[src/rtl/cts_pkg.sv]
package cts_pkg;

  localparam int unsigned ID_BITS_DEF = 8;

  localparam logic [6:0] RESET_TIMER_MAX = 7'd100;

  // event kinds
  localparam logic [2:0] KIND_VBLANK     = 3'd0;
  localparam logic [2:0] KIND_PROC_DONE  = 3'd1;
  localparam logic [2:0] KIND_DP_DONE    = 3'd2;
  localparam logic [2:0] KIND_START_GFX  = 3'd3;
  localparam logic [2:0] KIND_QUEUE_TASK = 3'd4;
  localparam logic [2:0] KIND_SUBMIT     = 3'd5;
  localparam logic [2:0] KIND_NMI        = 3'd6;

  // task class on the queue command
  localparam logic [1:0] CLASS_DISPLAY = 2'd1;
  localparam logic [1:0] CLASS_AUDIO   = 2'd2;

  // running class, also used as the start class code
  localparam logic [1:0] ACT_NONE    = 2'd0;
  localparam logic [1:0] ACT_AUDIO   = 2'd1;
  localparam logic [1:0] ACT_DISPLAY = 2'd2;

  // display task phase
  localparam logic [2:0] PH_NOT_STARTED = 3'd0;
  localparam logic [2:0] PH_RUNNING     = 3'd1;
  localparam logic [2:0] PH_INTERRUPTED = 3'd2;
  localparam logic [2:0] PH_FINISHED    = 3'd3;
  localparam logic [2:0] PH_FINISHED_DP = 3'd4;

  // register map
  localparam logic REG_AUDIO_ENABLE = 1'b0;

  typedef struct packed {
    logic [2:0] kind;
    logic [1:0] task_class;
    logic [7:0] task_id;
    logic       wants_notify;
    logic       yielded;
  } in_item_t;

  typedef struct packed {
    logic [1:0]  start_class;
    logic [7:0]  start_id;
    logic        yield_request;
    logic        fake_complete;
    logic        audio_done;
    logic [7:0]  audio_done_id;
    logic        display_done;
    logic [7:0]  display_done_id;
    logic [1:0]  active_class;
    logic [31:0] vblank_count;
    logic [6:0]  reset_timer;
  } out_item_t;

endpackage

[src/rtl/cts_in_if.sv]
interface cts_in_if;
  import cts_pkg::*;

  logic     valid;
  logic     ready;
  in_item_t item;

  modport source (output valid, output item, input ready);
  modport sink (input valid, input item, output ready);
endinterface

[src/rtl/cts_out_if.sv]
interface cts_out_if;
  import cts_pkg::*;

  logic      valid;
  logic      ready;
  out_item_t item;

  modport source (output valid, output item, input ready);
  modport sink (input valid, input item, output ready);
endinterface

[src/rtl/cts_cfg_regs.sv]
module cts_cfg_regs (
  input  logic        clk_i,
  input  logic        rst_ni,
  input  logic        psel,
  input  logic        penable,
  input  logic        pwrite,
  input  logic [2:0]  paddr,
  input  logic [31:0] pwdata,
  output logic [31:0] prdata,
  output logic        pready,
  output logic        audio_enable_o
);
  import cts_pkg::*;

  logic audio_enable_q;
  logic audio_enable_d;
  logic wr_en;

  assign pready = 1'b1;
  assign wr_en  = psel && penable && pwrite && (paddr[2] == REG_AUDIO_ENABLE);

  always_comb begin
    audio_enable_d = audio_enable_q;
    if (wr_en) begin
      audio_enable_d = pwdata[0];
    end
  end

  always_ff @(posedge clk_i or negedge rst_ni) begin
    if (!rst_ni) begin
      audio_enable_q <= 1'b1;
    end else begin
      audio_enable_q <= audio_enable_d;
    end
  end

  assign prdata = (paddr[2] == REG_AUDIO_ENABLE) ? {31'd0, audio_enable_q} : 32'd0;
  assign audio_enable_o = audio_enable_q;

endmodule

[src/rtl/cts_core.sv]
module cts_core #(
  parameter int unsigned ID_BITS = cts_pkg::ID_BITS_DEF
) (
  input  logic               clk_i,
  input  logic               rst_ni,
  input  logic               step_i,
  input  cts_pkg::in_item_t  item_i,
  input  logic               audio_enable_i,
  output cts_pkg::out_item_t res_o
);
  import cts_pkg::*;

  localparam int unsigned IdWide = ID_BITS + 8;

  typedef struct packed {
    logic               valid;
    logic               notify;
    logic [ID_BITS-1:0] id;
  } slot_t;

  function automatic logic [7:0] id_out(input logic [ID_BITS-1:0] v);
    logic [IdWide-1:0] w;
    w = IdWide'(v);
    return w[7:0];
  endfunction

  slot_t       a_cur_q, a_cur_d, a_nxt_q, a_nxt_d;
  slot_t       d_cur_q, d_cur_d, d_nxt_q, d_nxt_d;
  logic [2:0]  phase_q, phase_d;
  logic [1:0]  active_q, active_d;
  logic [31:0] vblanks_q, vblanks_d;
  logic [6:0]  rtimer_q, rtimer_d;

  logic [IdWide-1:0] tid_wide;
  slot_t             tslot;
  logic              go_audio;
  logic              go_disp;
  out_item_t         res;

  assign tid_wide     = IdWide'(item_i.task_id);
  assign tslot.valid  = 1'b1;
  assign tslot.notify = item_i.wants_notify;
  assign tslot.id     = tid_wide[ID_BITS-1:0];

  always_comb begin
    a_cur_d   = a_cur_q;
    a_nxt_d   = a_nxt_q;
    d_cur_d   = d_cur_q;
    d_nxt_d   = d_nxt_q;
    phase_d   = phase_q;
    active_d  = active_q;
    vblanks_d = vblanks_q;
    rtimer_d  = rtimer_q;
    go_audio  = 1'b0;
    go_disp   = 1'b0;
    res       = '0;

    if (step_i) begin
      unique case (item_i.kind)
        KIND_VBLANK: begin
          vblanks_d = vblanks_q + 32'd1;
          if (rtimer_q != 7'd0 && rtimer_q < RESET_TIMER_MAX) begin
            rtimer_d = rtimer_q + 7'd1;
          end
          if (!a_cur_q.valid && a_nxt_q.valid) begin
            a_cur_d       = a_nxt_q;
            a_nxt_d.valid = 1'b0;
          end
          if (!d_cur_q.valid && d_nxt_q.valid) begin
            d_cur_d       = d_nxt_q;
            phase_d       = PH_NOT_STARTED;
            d_nxt_d.valid = 1'b0;
          end
          if (a_cur_d.valid) begin
            if (active_q == ACT_NONE) begin
              go_audio = 1'b1;
            end else if (active_q == ACT_DISPLAY) begin
              if (d_cur_d.valid) begin
                phase_d = PH_INTERRUPTED;
              end
              res.yield_request = 1'b1;
            end
          end else if (active_q == ACT_NONE && d_cur_d.valid && phase_d != PH_FINISHED) begin
            go_disp = 1'b1;
          end
        end
        KIND_PROC_DONE: begin
          if (active_q != ACT_NONE) begin
            active_d = ACT_NONE;
            if (active_q == ACT_DISPLAY && d_cur_q.valid && phase_q == PH_INTERRUPTED) begin
              if (!item_i.yielded) begin
                phase_d = PH_FINISHED;
              end
              go_audio = a_cur_q.valid;
            end else if (active_q == ACT_AUDIO) begin
              go_disp = d_cur_q.valid && phase_q != PH_FINISHED;
              if (a_cur_q.valid && a_cur_q.notify) begin
                res.audio_done    = 1'b1;
                res.audio_done_id = id_out(a_cur_q.id);
              end
              a_cur_d.valid = 1'b0;
            end else if (d_cur_q.valid) begin
              phase_d = PH_FINISHED;
            end
          end
        end
        KIND_DP_DONE: begin
          if (d_cur_q.valid) begin
            if (d_cur_q.notify) begin
              res.display_done    = 1'b1;
              res.display_done_id = id_out(d_cur_q.id);
            end
            phase_d       = PH_FINISHED_DP;
            d_cur_d.valid = 1'b0;
          end
        end
        KIND_START_GFX: begin
          go_disp = active_q == ACT_NONE && d_cur_q.valid && phase_q == PH_NOT_STARTED;
        end
        KIND_QUEUE_TASK: begin
          if (item_i.task_class == CLASS_AUDIO) begin
            a_nxt_d = tslot;
          end else if (item_i.task_class == CLASS_DISPLAY) begin
            d_nxt_d = tslot;
          end
        end
        KIND_SUBMIT: begin
          if (!d_cur_q.valid) begin
            d_cur_d       = tslot;
            phase_d       = PH_NOT_STARTED;
            d_nxt_d.valid = 1'b0;
            go_disp       = active_q == ACT_NONE;
          end else begin
            d_nxt_d = tslot;
          end
        end
        KIND_NMI: begin
          rtimer_d = 7'd1;
        end
        default: begin
        end
      endcase

      // audio start: when disabled the completion is faked by the environment
      if (go_audio) begin
        active_d = ACT_AUDIO;
        if (audio_enable_i) begin
          res.start_class = ACT_AUDIO;
          res.start_id    = id_out(a_cur_d.id);
        end else begin
          res.fake_complete = 1'b1;
        end
      end
      if (go_disp) begin
        active_d        = ACT_DISPLAY;
        phase_d         = PH_RUNNING;
        res.start_class = ACT_DISPLAY;
        res.start_id    = id_out(d_cur_d.id);
      end
    end

    res.active_class = active_d;
    res.vblank_count = vblanks_d;
    res.reset_timer  = rtimer_d;
  end

  always_ff @(posedge clk_i or negedge rst_ni) begin
    if (!rst_ni) begin
      a_cur_q   <= '0;
      a_nxt_q   <= '0;
      d_cur_q   <= '0;
      d_nxt_q   <= '0;
      phase_q   <= PH_NOT_STARTED;
      active_q  <= ACT_NONE;
      vblanks_q <= 32'd0;
      rtimer_q  <= 7'd0;
    end else begin
      a_cur_q   <= a_cur_d;
      a_nxt_q   <= a_nxt_d;
      d_cur_q   <= d_cur_d;
      d_nxt_q   <= d_nxt_d;
      phase_q   <= phase_d;
      active_q  <= active_d;
      vblanks_q <= vblanks_d;
      rtimer_q  <= rtimer_d;
    end
  end

  assign res_o = res;

endmodule

[src/rtl/coprocessor_task_scheduler_unit.sv]
// Event-driven scheduler for one coprocessor shared by audio and display tasks.
// Each beat on evt_i is one event (vblank, processor complete, display-processor
// complete, start gfx, queue task, direct display submit, nmi) and yields exactly
// one beat on res_o with the task started, yield and completion notifications,
// the running class, the vblank count and the reset timer after that event.
// One event can be taken every cycle while res_o takes each result: an accepted
// event is held in an input register, decided and applied to the scheduler
// state once the output register is free, and its result registered in the
// output register, from which res_o offers it. While a result waits for
// res_o.ready the input register still takes one more event; after that
// evt_i.ready stays low until the waiting result leaves. The audio_enable
// register (byte address 0, reset 1) is written over the APB port, by the user
// only while no event is in flight; the block itself does not enforce this.
module coprocessor_task_scheduler_unit #(
  parameter int unsigned ID_BITS = cts_pkg::ID_BITS_DEF
) (
  input  logic        clk_i,
  input  logic        rst_ni,
  cts_in_if.sink      evt_i,
  cts_out_if.source   res_o,
  input  logic        psel,
  input  logic        penable,
  input  logic        pwrite,
  input  logic [2:0]  paddr,
  input  logic [31:0] pwdata,
  output logic [31:0] prdata,
  output logic        pready
);
  import cts_pkg::*;

  logic      audio_enable;
  logic      in_valid_q, in_valid_d;
  in_item_t  in_item_q;
  logic      out_valid_q, out_valid_d;
  out_item_t out_item_q;
  out_item_t res;
  logic      out_free;
  logic      step;

  cts_cfg_regs u_cfg (
    .clk_i          (clk_i),
    .rst_ni         (rst_ni),
    .psel           (psel),
    .penable        (penable),
    .pwrite         (pwrite),
    .paddr          (paddr),
    .pwdata         (pwdata),
    .prdata         (prdata),
    .pready         (pready),
    .audio_enable_o (audio_enable)
  );

  assign out_free    = !out_valid_q || res_o.ready;
  assign step        = in_valid_q && out_free;
  assign evt_i.ready = !in_valid_q || out_free;

  cts_core #(
    .ID_BITS (ID_BITS)
  ) u_core (
    .clk_i          (clk_i),
    .rst_ni         (rst_ni),
    .step_i         (step),
    .item_i         (in_item_q),
    .audio_enable_i (audio_enable),
    .res_o          (res)
  );

  always_comb begin
    in_valid_d = in_valid_q;
    if (evt_i.ready) begin
      in_valid_d = evt_i.valid;
    end
    out_valid_d = out_valid_q;
    if (out_free) begin
      out_valid_d = step;
    end
  end

  always_ff @(posedge clk_i or negedge rst_ni) begin
    if (!rst_ni) begin
      in_valid_q  <= 1'b0;
      out_valid_q <= 1'b0;
    end else begin
      in_valid_q  <= in_valid_d;
      out_valid_q <= out_valid_d;
    end
  end

  // payload beats, no reset
  always_ff @(posedge clk_i) begin
    if (evt_i.ready && evt_i.valid) begin
      in_item_q <= evt_i.item;
    end
    if (step) begin
      out_item_q <= res;
    end
  end

  assign res_o.valid = out_valid_q;
  assign res_o.item  = out_item_q;

endmodule
[src/flat_wrapper.sv]
// flat-port wrapper written by rule: the top's interface ports become plain ports
module coprocessor_task_scheduler_unit_flat import cts_pkg::*;
#(
  parameter int unsigned ID_BITS = cts_pkg::ID_BITS_DEF
)
  (clk_i, rst_ni, psel, penable, pwrite, paddr, pwdata, prdata, pready, evt_i_valid, evt_i_item, evt_i_ready, res_o_valid, res_o_item, res_o_ready);
  cts_in_if evt_i_i ();
  cts_out_if res_o_i ();
  input  logic clk_i;
  input  logic rst_ni;
  input  logic psel;
  input  logic penable;
  input  logic pwrite;
  input  logic [2:0] paddr;
  input  logic [31:0] pwdata;
  output logic [31:0] prdata;
  output logic pready;
  input wire logic [$bits(evt_i_i.valid)-1:0] evt_i_valid;
  input wire logic [$bits(evt_i_i.item)-1:0] evt_i_item;
  output wire logic [$bits(evt_i_i.ready)-1:0] evt_i_ready;
  output wire logic [$bits(res_o_i.valid)-1:0] res_o_valid;
  output wire logic [$bits(res_o_i.item)-1:0] res_o_item;
  input wire logic [$bits(res_o_i.ready)-1:0] res_o_ready;
  assign evt_i_i.valid = evt_i_valid;
  assign evt_i_i.item = evt_i_item;
  assign evt_i_ready = evt_i_i.ready;
  assign res_o_valid = res_o_i.valid;
  assign res_o_item = res_o_i.item;
  assign res_o_i.ready = res_o_ready;
  coprocessor_task_scheduler_unit #(.ID_BITS(ID_BITS)) u_core (.clk_i(clk_i), .rst_ni(rst_ni), .evt_i(evt_i_i), .res_o(res_o_i), .psel(psel), .penable(penable), .pwrite(pwrite), .paddr(paddr), .pwdata(pwdata), .prdata(prdata), .pready(pready));
endmodule
[config.mk]
export PLATFORM = sky130hd
export DESIGN_NAME = coprocessor_task_scheduler_unit_flat
export DESIGN_NICKNAME = d
export VERILOG_FILES = /design/src/rtl/cts_pkg.sv /design/src/rtl/cts_in_if.sv /design/src/rtl/cts_out_if.sv /design/src/rtl/cts_cfg_regs.sv /design/src/rtl/cts_core.sv /design/src/rtl/coprocessor_task_scheduler_unit.sv /design/src/flat_wrapper.sv
export SDC_FILE = /design/constraint.sdc
export NUM_CORES = 1
export LEC_CHECK = 0
export ABC_CLOCK_PERIOD_IN_PS = 7850
export BUFFER_PORTS_ARGS = -buffer_cell sky130_fd_sc_hd__buf_4
export CAP_MARGIN = 15
export CORE_ASPECT_RATIO = 0.5
export CORE_UTILIZATION = 39
export DETAILED_ROUTE_END_ITERATION = 16
export GPL_ROUTABILITY_DRIVEN = 0
export GPL_TIMING_DRIVEN = 0
export SETUP_SLACK_MARGIN = 0.02
export SYNTH_ARGS = -nofsm -noshare
export SYNTH_HDL_FRONTEND = slang
export SYNTH_SLANG_ARGS = --single-unit
[constraint.sdc]
create_clock -name clk_i -period 7.85 [get_ports clk_i]
set_input_delay 0.3925 -clock clk_i [delete_from_list [all_inputs] [get_ports clk_i]]
set_output_delay 0.3925 -clock clk_i [all_outputs]
set_load 0.05 [all_outputs]
## Word level (Yosys, flattened, before mapping)

Index checks and enable logic that the tools add are counted.

| word-level totals | value |
|---|---|
| register bits | 173 |
| output and inout port bits | 106 |

| cells by class | value |
|---|---|
| add/sub/neg operators | 2 |
| magnitude comparators | 1 |
| equality and inequality tests | 31 |
| muxes and demuxes | 72 |
| bitwise gates (word level) | 8 |
| reductions and logical operators | 49 |

Operator list:

| kind | count |
|---|---|
| 10-bit 2-to-1 mux | 9 |
| 32-bit 2-to-1 mux | 2 |
| 3-bit 2-to-1 mux | 15 |
| 9-bit 2-to-1 mux | 5 |
| 9-bit case mux with 2 select lines | 2 |
| 32-bit by 1-bit adder with 32-bit output, second input constant | 1 |
| 8-bit 2-to-1 mux | 3 |
| 1-bit 2-to-1 mux | 21 |
| 2-bit inequality test, second input constant | 10 |
| 1-bit logical AND | 16 |
| 3-bit inequality test, second input constant | 5 |
| 5-bit AND reduction | 3 |
| 7-bit 2-to-1 mux | 2 |
| 7-bit case mux with 2 select lines | 1 |
| 4-bit inequality test, second input constant | 3 |
| 3-bit case mux with 4 select lines | 1 |
| 2-bit 2-to-1 mux | 5 |
| 2-bit nonzero test | 5 |
| 3-bit by 2-bit == test with 1-bit output, second input constant | 3 |
| 3-bit == test, second input constant | 3 |
| 3-bit AND reduction | 3 |
| 1-bit inverter | 8 |
| 4-bit AND reduction | 2 |
| 8-bit AND reduction | 1 |
| 21 further kinds | 34 |

## Longest topological paths before layout

Gate-level depths: netlist of the first run.

| depth | value |
|---|---|
| depth in word-level cells | 13 |
| depth in mapped cells | 8 |
| depth with buffers taken out | 6 |

## By module

From an unflattened synthesis of the first run, not the netlist that was laid out.

| unflattened totals | value |
|---|---|
| cells, all modules | 534 |
| area, all modules | 7282.0 µm² |

By module, submodules not included:

| module | times used | cells an instance | area an instance (µm²) |
|---|---|---|---|
| cts_core | 1 | 402 | 4292.9 |
| coprocessor_task_scheduler_unit | 1 | 94 | 2686.3 |
| cts_cfg_regs | 1 | 38 | 302.8 |

## Worst setup path after synthesis of the first run

Ideal clock, no wire load.

| path | value |
|---|---|
| path type | flip-flop to flip-flop |
| start point | reg u_core.out_valid_q, in the netlist u_core.res_o.valid |
| end point | reg u_core.u_core.d_nxt_q[0] in the netlist's numbering |
| arrival | 2892 ps |
| setup slack | 4833 ps |
| stages on the path, launching flop included | 7 |
| buffers on the path | 1 |
| clock period less this slack | 3017 ps |
| cell sequence | dfrtp_1 -> nand2b_1 -> nand2_1 -> inv_1 -> buf_2 -> nand3_1 -> mux2_2 |

| on the way | value |
|---|---|
| longest elaborated chain between the ends | 4 |

Ends and longest elaborated chain:

| what | RTL line | RTL |
|---|---|---|
| start: declaration | coprocessor_task_scheduler_unit.sv:34 | `logic out_valid_q, out_valid_d;` |
| start signal: assignment | coprocessor_task_scheduler_unit.sv:85 | `out_valid_q <= out_valid_d;` |
| 1-bit zero test | coprocessor_task_scheduler_unit.sv:53 | `assign out_free = !out_valid_q \|\| res_o.ready;` |
| 1-bit logical OR | coprocessor_task_scheduler_unit.sv:53 |  |
| 1-bit logical AND | coprocessor_task_scheduler_unit.sv:54 | `assign step = in_valid_q && out_free;` |
| net u_core.step | coprocessor_task_scheduler_unit.sv:38 | `logic step;` |
| 5-bit AND reduction (no source line) | -- |  |
| end signal: assignment | cts_core.sv:181 | `d_nxt_q <= d_nxt_d;` |
| end: declaration | cts_core.sv:28 | `slot_t d_cur_q, d_cur_d, d_nxt_q, d_nxt_d;` |

The timed path passes the listed nets, and every way through them passes these cells.
A chain may end at the register's enable or synchronous reset.

## Worst setup path after layout of the first run

| path | value |
|---|---|
| start point | reg u_core.out_valid_q, in the netlist u_core.res_o.valid |
| end point | reg u_core.u_core.d_nxt_q[8] in the netlist's numbering |

The elaborated chain is that of the path after synthesis.

==> flow_summary.json, run 1 <==
{
  "status": "finished with violations",
  "violations": "DRC",
  "insertion_delay_ps": 430,
  "power_density_nw_per_um2": 272,
  "post_cts_buffers": 0,
  "area_growth_pct": 24.5,
  "grt_pass1_wl_um": 24600,
  "clock_skew_ps": 7.59,
  "synth-seq-cells": 173,
  "fin_setup_tns_ps": 0,
  "grt_antenna_before_repair": 0,
  "drive_gt1_share_pct": 30.3,
  "dp_hpwl_um": 10200,
  "numPortBuffers": 97,
  "yosysWarningCount": 0,
  "synth.avg_cell_area_um2": 13.4,
  "grt_pass1_vias": 4606,
  "die_area_um2": 19500,
  "final_hold_viol_count": 0,
  "grt_use_total_pct": 16.5,
  "drt_iter0_drc": 274,
  "rsz0062_at_grt": "no",
  "drc": 2,
  "tritoncts": "done",
  "cts_made_buffers": 17,
  "drv_cap": 0,
  "fp.dieH_um": 99.3,
  "placeableCoreArea_um2": 18500,
  "cp.arrival_ps": 2940,
  "slew_violations": 0,
  "post-route-period-util_pct": 33.6,
  "clockRootBuffer": "clkbuf_16",
  "start_util_pct": 39.9,
  "max_slew_margin_pct": 40.3,
  "viasPerCell": 4.83,
  "fmax_mhz": 380,
  "cp-start-kind": "flop",
  "critPathCaptureType": "flop",
  "period_minus_slack_ps": 2630,
  "p_leak_uw": 0.00402,
  "grt_start_max_net_pins": 88,
  "synth-seq-area-share_pct": 64.5,
  "cp_max_fo": 51,
  "fillCellCount": 1613,
  "cts_max_level": 4,
  "tightest_slew_ps": 895,
  "ys.flop_type": "edfxtp_1",
  "criticalPathCategory": "reg -> reg",
  "grt_remaining_overflow": 0,
  "peakVddDrop_mv": 0.122,
  "nNetsFinal": 761,
  "synth_cell_type_count": 68,
  "drtPass1Iterations": 10,
  "placed_area_um2": 8580,
  "hold_class": "in -> reg",
  "rows": 35,
  "io_pins": 163,
  "wire_per_inst_um": 15.7,
  "detail-route-antenna-nets": 0,
  "synth_edf_count": 86,
  "holdWs_ps": 135,
  "vias": 4696,
  "routed_wl_um": 15300,
  "clock_sinks": 173,
  "required_ps": 8160,
  "fin_total_pwr_uw": 2500,
  "async_reset_ff_share_pct": 50.3,
  "die_w_um": 197,
  "diodes": 0,
  "path_clk_slew_ps": 70,
  "syn-instance-count": 552,
  "design_area_um2": 9190,
  "setup_violations": 0,
  "ctsLongestPathBuffers": 2,
  "synth_area_um2": 7380,
  "post_cts_resized": 0
}
cell usage after synthesis, types with 2 or more instances:
master,instances,share of area [%]
nand4_1,10,0.85
nor3b_1,2,0.20
nand3_1,14,0.95
nand2_1,45,2.3
and2_1,19,1.6
o31ai_1,3,0.31
mux2_1,2,0.31
mux2i_1,8,1.1
and4_1,5,0.59
buf_2,3,0.20
nor3_4,2,0.44
nand2b_1,4,0.34
nor2b_1,6,0.51
a31oi_2,2,0.34
nor4_1,2,0.17
a211oi_1,3,0.31
or3_1,4,0.34
nand3b_1,2,0.20
nor3_1,9,0.61
xnor2_1,19,2.3
mux2_2,26,4.0
o22ai_1,10,0.85
dfrtp_1,86,29
clkbuf_1,4,0.20
nand4b_1,2,0.24
inv_1,19,0.97
o21ai_0,15,1.0
buf_4,34,3.5
nor4_2,2,0.34
a21oi_1,10,0.68
nand4_2,2,0.34
a31oi_1,2,0.17
edfxtp_1,86,35
xor2_1,12,1.4
a32o_1,3,0.41
or2_2,2,0.17
ha_1,3,0.51
a21boi_0,8,0.81
conb_1,2,0.10
nor2_1,20,1.0
a22oi_1,9,0.92
buf_6,4,0.61
o211a_1,2,0.27
critical path, stage by stage (launching register included):
cell	delay [ps]
dfrtp_1	390
nand2b_1	160
nand2_1	220
inv_1	140
buf_4	380
buf_16	310
nand3_1	460
mux2_2	430
layer usage:
layer	wire length, um	global-route usage, %	vias to the layer above
met5	0	0	-
met4	105	5.17	0
met3	635	3.70	11
met2	7270	26.4	119
met1	7240	22.7	2305
li1	-	-	2261
state kept, by name, summed over array words and instances, names as in the netlist, 2 cells and up:
register / flops
u_core.in_item_q: 15
u_core.u_core.vblanks_q: 32
u_core.u_core.active_q: 2
u_core.u_core.rtimer_q: 7
u_core.u_core.a_cur_q: 10
u_core.res_o.item: 71
u_core.u_core.d_nxt_q: 10
u_core.u_core.d_cur_q: 10
u_core.u_core.phase_q: 3
u_core.u_core.a_nxt_q: 10
cell families after synthesis:
group           synth area share, %
mux                            5.36
buf+inv                        5.44
fa+ha+maj                     0.509
compound gates                 7.95
other cells                   0.102
simple gates                   12.5
flops                          64.5
xor+xnor                       3.68
placed cells by master, fill, tap and decap left out, types with 4 or more instances in the layout:
cell type and count:
xor2_1 12, a22oi_1 9, nand2b_1 4, conb_1 32
clkbuf_16 17, nor2b_1 6, clkinvlp_4 4, and4_1 5
or3_1 4, a21boi_0 8, buf_4 132, clkbuf_1 4
and2_1 19, o22ai_1 10, buf_6 4, nor2_1 20
a21oi_1 10, inv_1 19, inv_8 4, nand4_1 10
edfxtp_1 86, mux2i_1 8, xnor2_1 19, nand2_1 45
nor3_1 9, mux2_2 26, inv_6 4, dfrtp_1 86
nand3_1 14, o21ai_0 15
repair_timing:
item                                   in CTS  in global routing
hold buffers                                0                  1
endpoints found under the hold margin       0                 30
setup endpoints to repair                   0                  0
where the power goes:
group / internal, uW / leakage, uW / switching [uW] / total [uW]
Combinational: 170 / 0.00179 / 322 / 492
Clock: 449 / 0.000272 / 381 / 830
Sequential: 1090 / 0.00196 / 89.8 / 1180
Total: 1700 / 0.00402 / 794 / 2500
worst paths after layout:
path                                              from                     endpoint  slack (ps)  cells after the start
max in group asynchronous                       rst_ni  u_core.u_cfg.audio_enable_o        6700                      3
min in group asynchronous                       rst_ni  u_core.u_core.vblanks_q[20]         460                      2
max                                 u_core.res_o.valid     u_core.u_core.d_nxt_q[8]        5220                      7
min                                      evt_i_item[7]          u_core.in_item_q[7]         140                      1
min reg2reg                u_core.u_core.vblanks_q[31]  u_core.u_core.vblanks_q[31]         460                      1
max reg2reg                         u_core.res_o.valid     u_core.u_core.d_nxt_q[8]        5220                      7
final cells by class:
class / instances / area, um2 / share of cell area [%]
tap: 259 / 324 / 3.53
buffer: 45 / 333 / 3.62
multi-input combinational: 345 / 2330 / 25.4
clock inverter: 15 / 153 / 1.66
inverter: 19 / 71.3 / 0.776
sequential: 173 / 4760 / 51.8
timing repair buffer: 100 / 793 / 8.63
clock buffer: 17 / 425 / 4.63
through the flow:
step / setup WS (ps) / utilization, % / std cells
final: 5220 / 49.7 / 973
after global routing: 4980 / 49.7 / 973
after CTS: 5160 / 49.5 / 971
after detailed placement: 5070 / 46.4 / 939
after global placement: 3910 / 46.2 / 938
after floorplan: 4830 / - / 582
No activity file was read; power rests on OpenSTA's default activity.
==> run 2: changes to the inputs <==
ABC_CLOCK_PERIOD_IN_PS = 2200   (was 7850)
clock period = 2.2 ns   (was 7.85 ns; I/O delays follow)
==> flow_summary.json, run 2 (synthesis results as in run 1) <==
{
  "rsz0062_at_grt": "no",
  "fillCellCount": 1629,
  "ctsLongestPathBuffers": 2,
  "largest_reg_flops": 71,
  "placeableCoreArea_um2": 18500,
  "timing.final.ws_setup_ps": 113,
  "cp-start-kind": "flop",
  "rows": 35,
  "fin_util_pct": 52.1,
  "area_growth_pct": 30.4,
  "post-route-period-util_pct": 94.9,
  "criticalPathCategory": "reg -> reg",
  "drive_gt1_share_pct": 32.7,
  "hold-path-endpoint": "u_core.u_cfg.audio_enable_o",
  "cts_max_level": 4,
  "clock_sinks": 173,
  "cp.arrival_ps": 2260,
  "period_minus_slack_ps": 2090,
  "stdcell_count": 1001,
  "detail-route-antenna-nets": 0,
  "insertion_delay_ps": 420,
  "drv_cap": 0,
  "drc": 0,
  "required_ps": 2370,
  "fp.dieH_um": 99.3,
  "hold_depth": 3,
  "power_density_nw_per_um2": 948,
  "nNetsFinal": 789,
  "r2r_start": "u_core.res_o.valid",
  "p_leak_uw": 0.00423,
  "die_w_um": 197,
  "drt_iter0_drc": 270,
  "fmax_mhz": 479,
  "hold_class": "in -> reg",
  "tritoncts": "done",
  "wire_per_inst_um": 16.1,
  "r2r_slack_ps": 110,
  "routed_wl_um": 16100,
  "cp_max_fo": 8,
  "drtPass1Iterations": 7,
  "grt_pass1_vias": 4773,
  "diodes": 0,
  "slew_violations": 0,
  "grt_pass1_wl_um": 25800,
  "die_area_um2": 19500,
  "r2r_end": "u_core.res_o.item[1]",
  "clockRootBuffer": "clkbuf_16",
  "hold_start": "paddr[2]",
  "critPathCaptureType": "flop",
  "place_ws_ps": -259,
  "design_area_um2": 9620,
  "placed_area_um2": 8560,
  "max_slew_margin_pct": 38.6,
  "status": "finished, final reports clean",
  "grt_remaining_overflow": 0,
  "cts_made_buffers": 17,
  "vias": 4804,
  "grt_start_max_net_pins": 88,
  "grt_antenna_before_repair": 0,
  "final_common_cell": "buf_4",
  "seq_area_um2": 4760,
  "multi_input_area_um2": 2460,
  "viasPerCell": 4.80,
  "fin_total_pwr_uw": 9120,
  "grt_use_total_pct": 17.3,
  "final_cell_mix": "buf_4, edfxtp_1, dfrtp_1",
  "numPortBuffers": 97,
  "clock_skew_ps": 8.18,
  "setup_violations": 0,
  "start_util_pct": 39.9,
  "io_pins": 163,
  "r2r_cells": 5,
  "path_clk_slew_ps": 70,
  "tightest_slew_ps": 921,
  "dp_hpwl_um": 10100,
  "dp.cells": 938,
  "final_hold_viol_count": 0,
  "peakVddDrop_mv": 0.630
}
-- run 2: cell types whose count changed in the layout (fill, tap and decap cells not counted), moves of 3 or more --
| cell | change |
|---|---|
| buf_6 | +3 |
| o22ai_2 | +3 |
| o22ai_1 | -3 |
| buf_4 | +8 |
| clkinv_4 | +3 |
| dlygate4sd3_1 | +17 |
-- run 2: cell type report --
type                       instances  share of cell area [%]
buffer                            45                    3.72
sequential                       173                    49.5
clock inverter                    14                    1.65
clock buffer                      18                    4.46
timing repair buffer             128                    11.0
tap                              259                    3.37
multi-input combinational        345                    25.6
inverter                          19                   0.741
-- run 2: how the worst max path moves through the flow --
stage,start,to,slack (ps),cells after the start
floorplan,u_core.res_o.valid,u_core.res_o.item[1],70,5
global placement,u_core.res_o.valid,u_core.u_core.d_nxt_q[6],-200,6
detailed placement,u_core.in_item_q[13],u_core.res_o.item[22],-260,5
CTS,u_core.in_item_q[14],u_core.u_core.a_cur_q[7],10,8
global route,u_core.u_core.active_q[1],u_core.res_o.item[63],4,6
finish,u_core.res_o.valid,u_core.res_o.item[1],110,5
-- run 2: timing repair --
action                                 in CTS  in global routing
cloned                                      1                  0
endpoints found under the hold margin     103                  0
pin swaps                                   2                  5
gates resized for setup                     6                 28
hold buffers                               18                  0
setup endpoints to repair                  73                 62
buffers inserted                            5                  6
-- run 2: metrics by stage --
| stage | hold WS, ps | TNS, ps |
|---|---|---|
| after floorplan | -186 | 0 |
| after global placement | 290 | -4770 |
| after detailed placement | 290 | -5970 |
| after CTS | 24.2 | 0 |
| after global routing | 43.8 | 0 |
| final | 44.6 | 0 |
-- run 2: power by group --
group | leakage [uW] | switching [uW] | internal (uW) | total, uW
Sequential | 0.00196 | 346 | 3880 | 4220
Clock | 0.000282 | 1310 | 1700 | 3010
Combinational | 0.00199 | 1210 | 678 | 1890
Total | 0.00423 | 2870 | 6250 | 9120
-- run 2: per-layer routing --
metal  vias to the layer above  GRT usage (%)  routed length [um]
met5                         -              0                   0
met2                       120           27.1                7690
li1                       2306              -                   -
met1                      2357           23.8                7460
met3                        21           3.97                 704
met4                         0           6.13                 237
-- run 2: critical path, stage by stage (launching register included) --
cell	delay (ps)
dfrtp_1	390
nand2b_1	140
nand2_1	250
or4b_4	640
o21bai_1	180
a32o_1	230
==> run 3: changes to the inputs <==
SYNTH_HIERARCHICAL = 1   (was default)
==> flow_summary.json, run 3 <==
{
  "insertion_delay_ps": 430,
  "yosysWarningCount": 6,
  "synth.avg_cell_area_um2": 13.6,
  "die_w_um": 195,
  "cp-start-kind": "flop",
  "fmax_mhz": 441,
  "clockPowerShare_pct": 34.2,
  "intPower_uw": 6370,
  "drt_iter0_drc": 270,
  "synth_edf_count": 86,
  "violations": "setup timing",
  "start_util_pct": 40.9,
  "async_reset_ff_share_pct": 50.3,
  "drtPass1Iterations": 4,
  "fin_total_pwr_uw": 9140,
  "setup_violations": 12,
  "p_leak_uw": 0.00449,
  "synth-seq-area-share_pct": 65.4,
  "fp.dieH_um": 98.6,
  "syn-instance-count": 534,
  "grt_pass1_wl_um": 25500,
  "crit_start": "u_core/in_item_q[13]",
  "clockRootBuffer": "clkbuf_16",
  "final_common_cell": "buf_4",
  "period_minus_slack_ps": 2270,
  "synth_top_area_cell": "edfxtp_1",
  "drv_cap": 0,
  "rsz0062_at_grt": "yes",
  "routed_wl_um": 16500,
  "detail-route-antenna-nets": 0,
  "drive_gt1_share_pct": 40.6,
  "criticalPathCategory": "reg -> reg",
  "seq_area_um2": 4760,
  "switching_power_uw": 2770,
  "cp_max_fo": 6,
  "tightest_slew_ps": 1010,
  "final_hold_viol_count": 0,
  "tritoncts": "done",
  "clock_sinks": 173,
  "hold_class": "in -> reg",
  "clock_skew_ps": 14.6,
  "power_density_nw_per_um2": 922,
  "dp_hpwl_um": 9820,
  "timing.final.ws_setup_ps": -69.7,
  "cts_made_buffers": 17,
  "vias": 4873,
  "area_growth_pct": 36.2,
  "r2r_start": "u_core/in_item_q[13]",
  "multi_input_area_um2": 2630,
  "viasPerCell": 4.95,
  "numPortBuffers": 97,
  "dp.cells": 895,
  "synth-seq-cells": 173,
  "switching_share_pct": 30.3,
  "required_ps": 2360,
  "post-route-period-util_pct": 103,
  "drc": 0,
  "placeableCoreArea_um2": 17800,
  "rows": 34,
  "stdcell_count": 985,
  "diodes": 0,
  "grt_remaining_overflow": 0,
  "io_pins": 163,
  "hold_start": "paddr[2]",
  "grt_use_total_pct": 17.5,
  "fin_setup_tns_ps": -468,
  "status": "finished with violations",
  "slew_violations": 0,
  "synth_area_leaders": "edfxtp_1, dfrtp_1, mux2_2, buf_4, xnor2_1",
  "cts_max_level": 4,
  "synth_top_cell_area_share_pct": 35.5,
  "grt_start_max_net_pins": 88,
  "wire_per_inst_um": 16.8,
  "peakVddDrop_mv": 0.492,
  "final_cell_mix": "buf_4, edfxtp_1, dfrtp_1",
  "path_clk_slew_ps": 70,
  "critPathCaptureType": "flop",
  "seq_power_share_pct": 46.1,
  "cp.arrival_ps": 2430,
  "fillCellCount": 1493,
  "largest_reg_flops": 71,
  "nNetsFinal": 798,
  "synth_cell_type_count": 61,
  "ys.flop_type": "edfxtp_1",
  "p_comb_share_pct": 19.7,
  "die_area_um2": 19300,
  "max_slew_margin_pct": 33.0,
  "ctsLongestPathBuffers": 2,
  "synth_area_um2": 7280,
  "grt_pass1_vias": 4878,
  "grt_antenna_before_repair": 0,
  "fin_util_pct": 55.6,
  "synthTopCellsByCount": "dfrtp_1, edfxtp_1, nand2_1"
}
-- run 3: worst paths after layout --
check	endpoint	slack, ps	cells after the start
max in group asynchronous	u_core/u_core/rtimer_q[6]	1430	3
max reg2reg	u_core/res_o.item[35]	-70	10
max	u_core/res_o.item[35]	-70	10
min in group asynchronous	u_core/u_core/active_q[0]	120	2
min	u_core/u_cfg/audio_enable_o	40	3
min reg2reg	u_core/u_core/vblanks_q[31]	480	1
-- run 3: area by class of cell --
class	count	share of cell area (%)
buffer	45	3.29
clock buffer	17	4.29
clock inverter	15	1.86
inverter	11	0.416
multi-input combinational	335	26.5
sequential	173	48.0
tap	234	2.95
timing repair buffer	155	12.6
-- run 3: per-layer routing --
metal / global-route usage, % / vias up / wire, um
li1: - / 2299 / -
met1: 22.2 / 2405 / 7270
met2: 28.5 / 147 / 8060
met3: 5.13 / 22 / 903
met4: 6.72 / 0 / 275
met5: 0 / - / 0
-- run 3: cells by family after synthesis --
group / share of synthesized area [%]
other: 0.103
AOI/OAI and AO/OA: 5.46
DFF: 65.4
and+or+nand+nor: 13.4
xor gates and xnor gates: 3.97
buffers and inverters: 4.81
muxes: 6.41
adders and majority gates: 0.516
-- run 3: stage by stage --
stage | area [um2] | hold WS [ps] | worst slack [ps]
after floorplan | 7490 | -186 | -628
after global placement | 8510 | 290 | -1130
after detailed placement | 8510 | 290 | -1150
after CTS | 9560 | 20.2 | -102
after global routing | 9910 | 17.2 | -142
final | 9910 | 37.6 | -69.7
-- run 3: power by group through the flow --
stage	sequential, uW	combinational, uW	clock (uW)
after floorplan	4560	882	0
after global placement	4250	1650	0
after detailed placement	4260	1670	0
after CTS	4200	1750	3200
after global routing	4270	1930	3320
final	4210	1800	3130
-- run 3: repair_timing --
action                     in CTS  in global routing
gates cloned                    2                  0
hold buffers                   19                  0
hold endpoints to repair      103                  0
resized for setup              23                 39
pin swaps                      10                 16
buffers inserted               19                 19
setup endpoints to repair     155                 42
-- run 3: worst max-delay path, cell delays in order (launching register included) --
cell and delay (ps):
edfxtp_1 460, buf_6 170, buf_4 130, nor4b_4 230, buf_6 170, buf_4 120, nand4_4 120, nor3_4 180
buf_6 140, nand4_1 90, xnor2_1 180
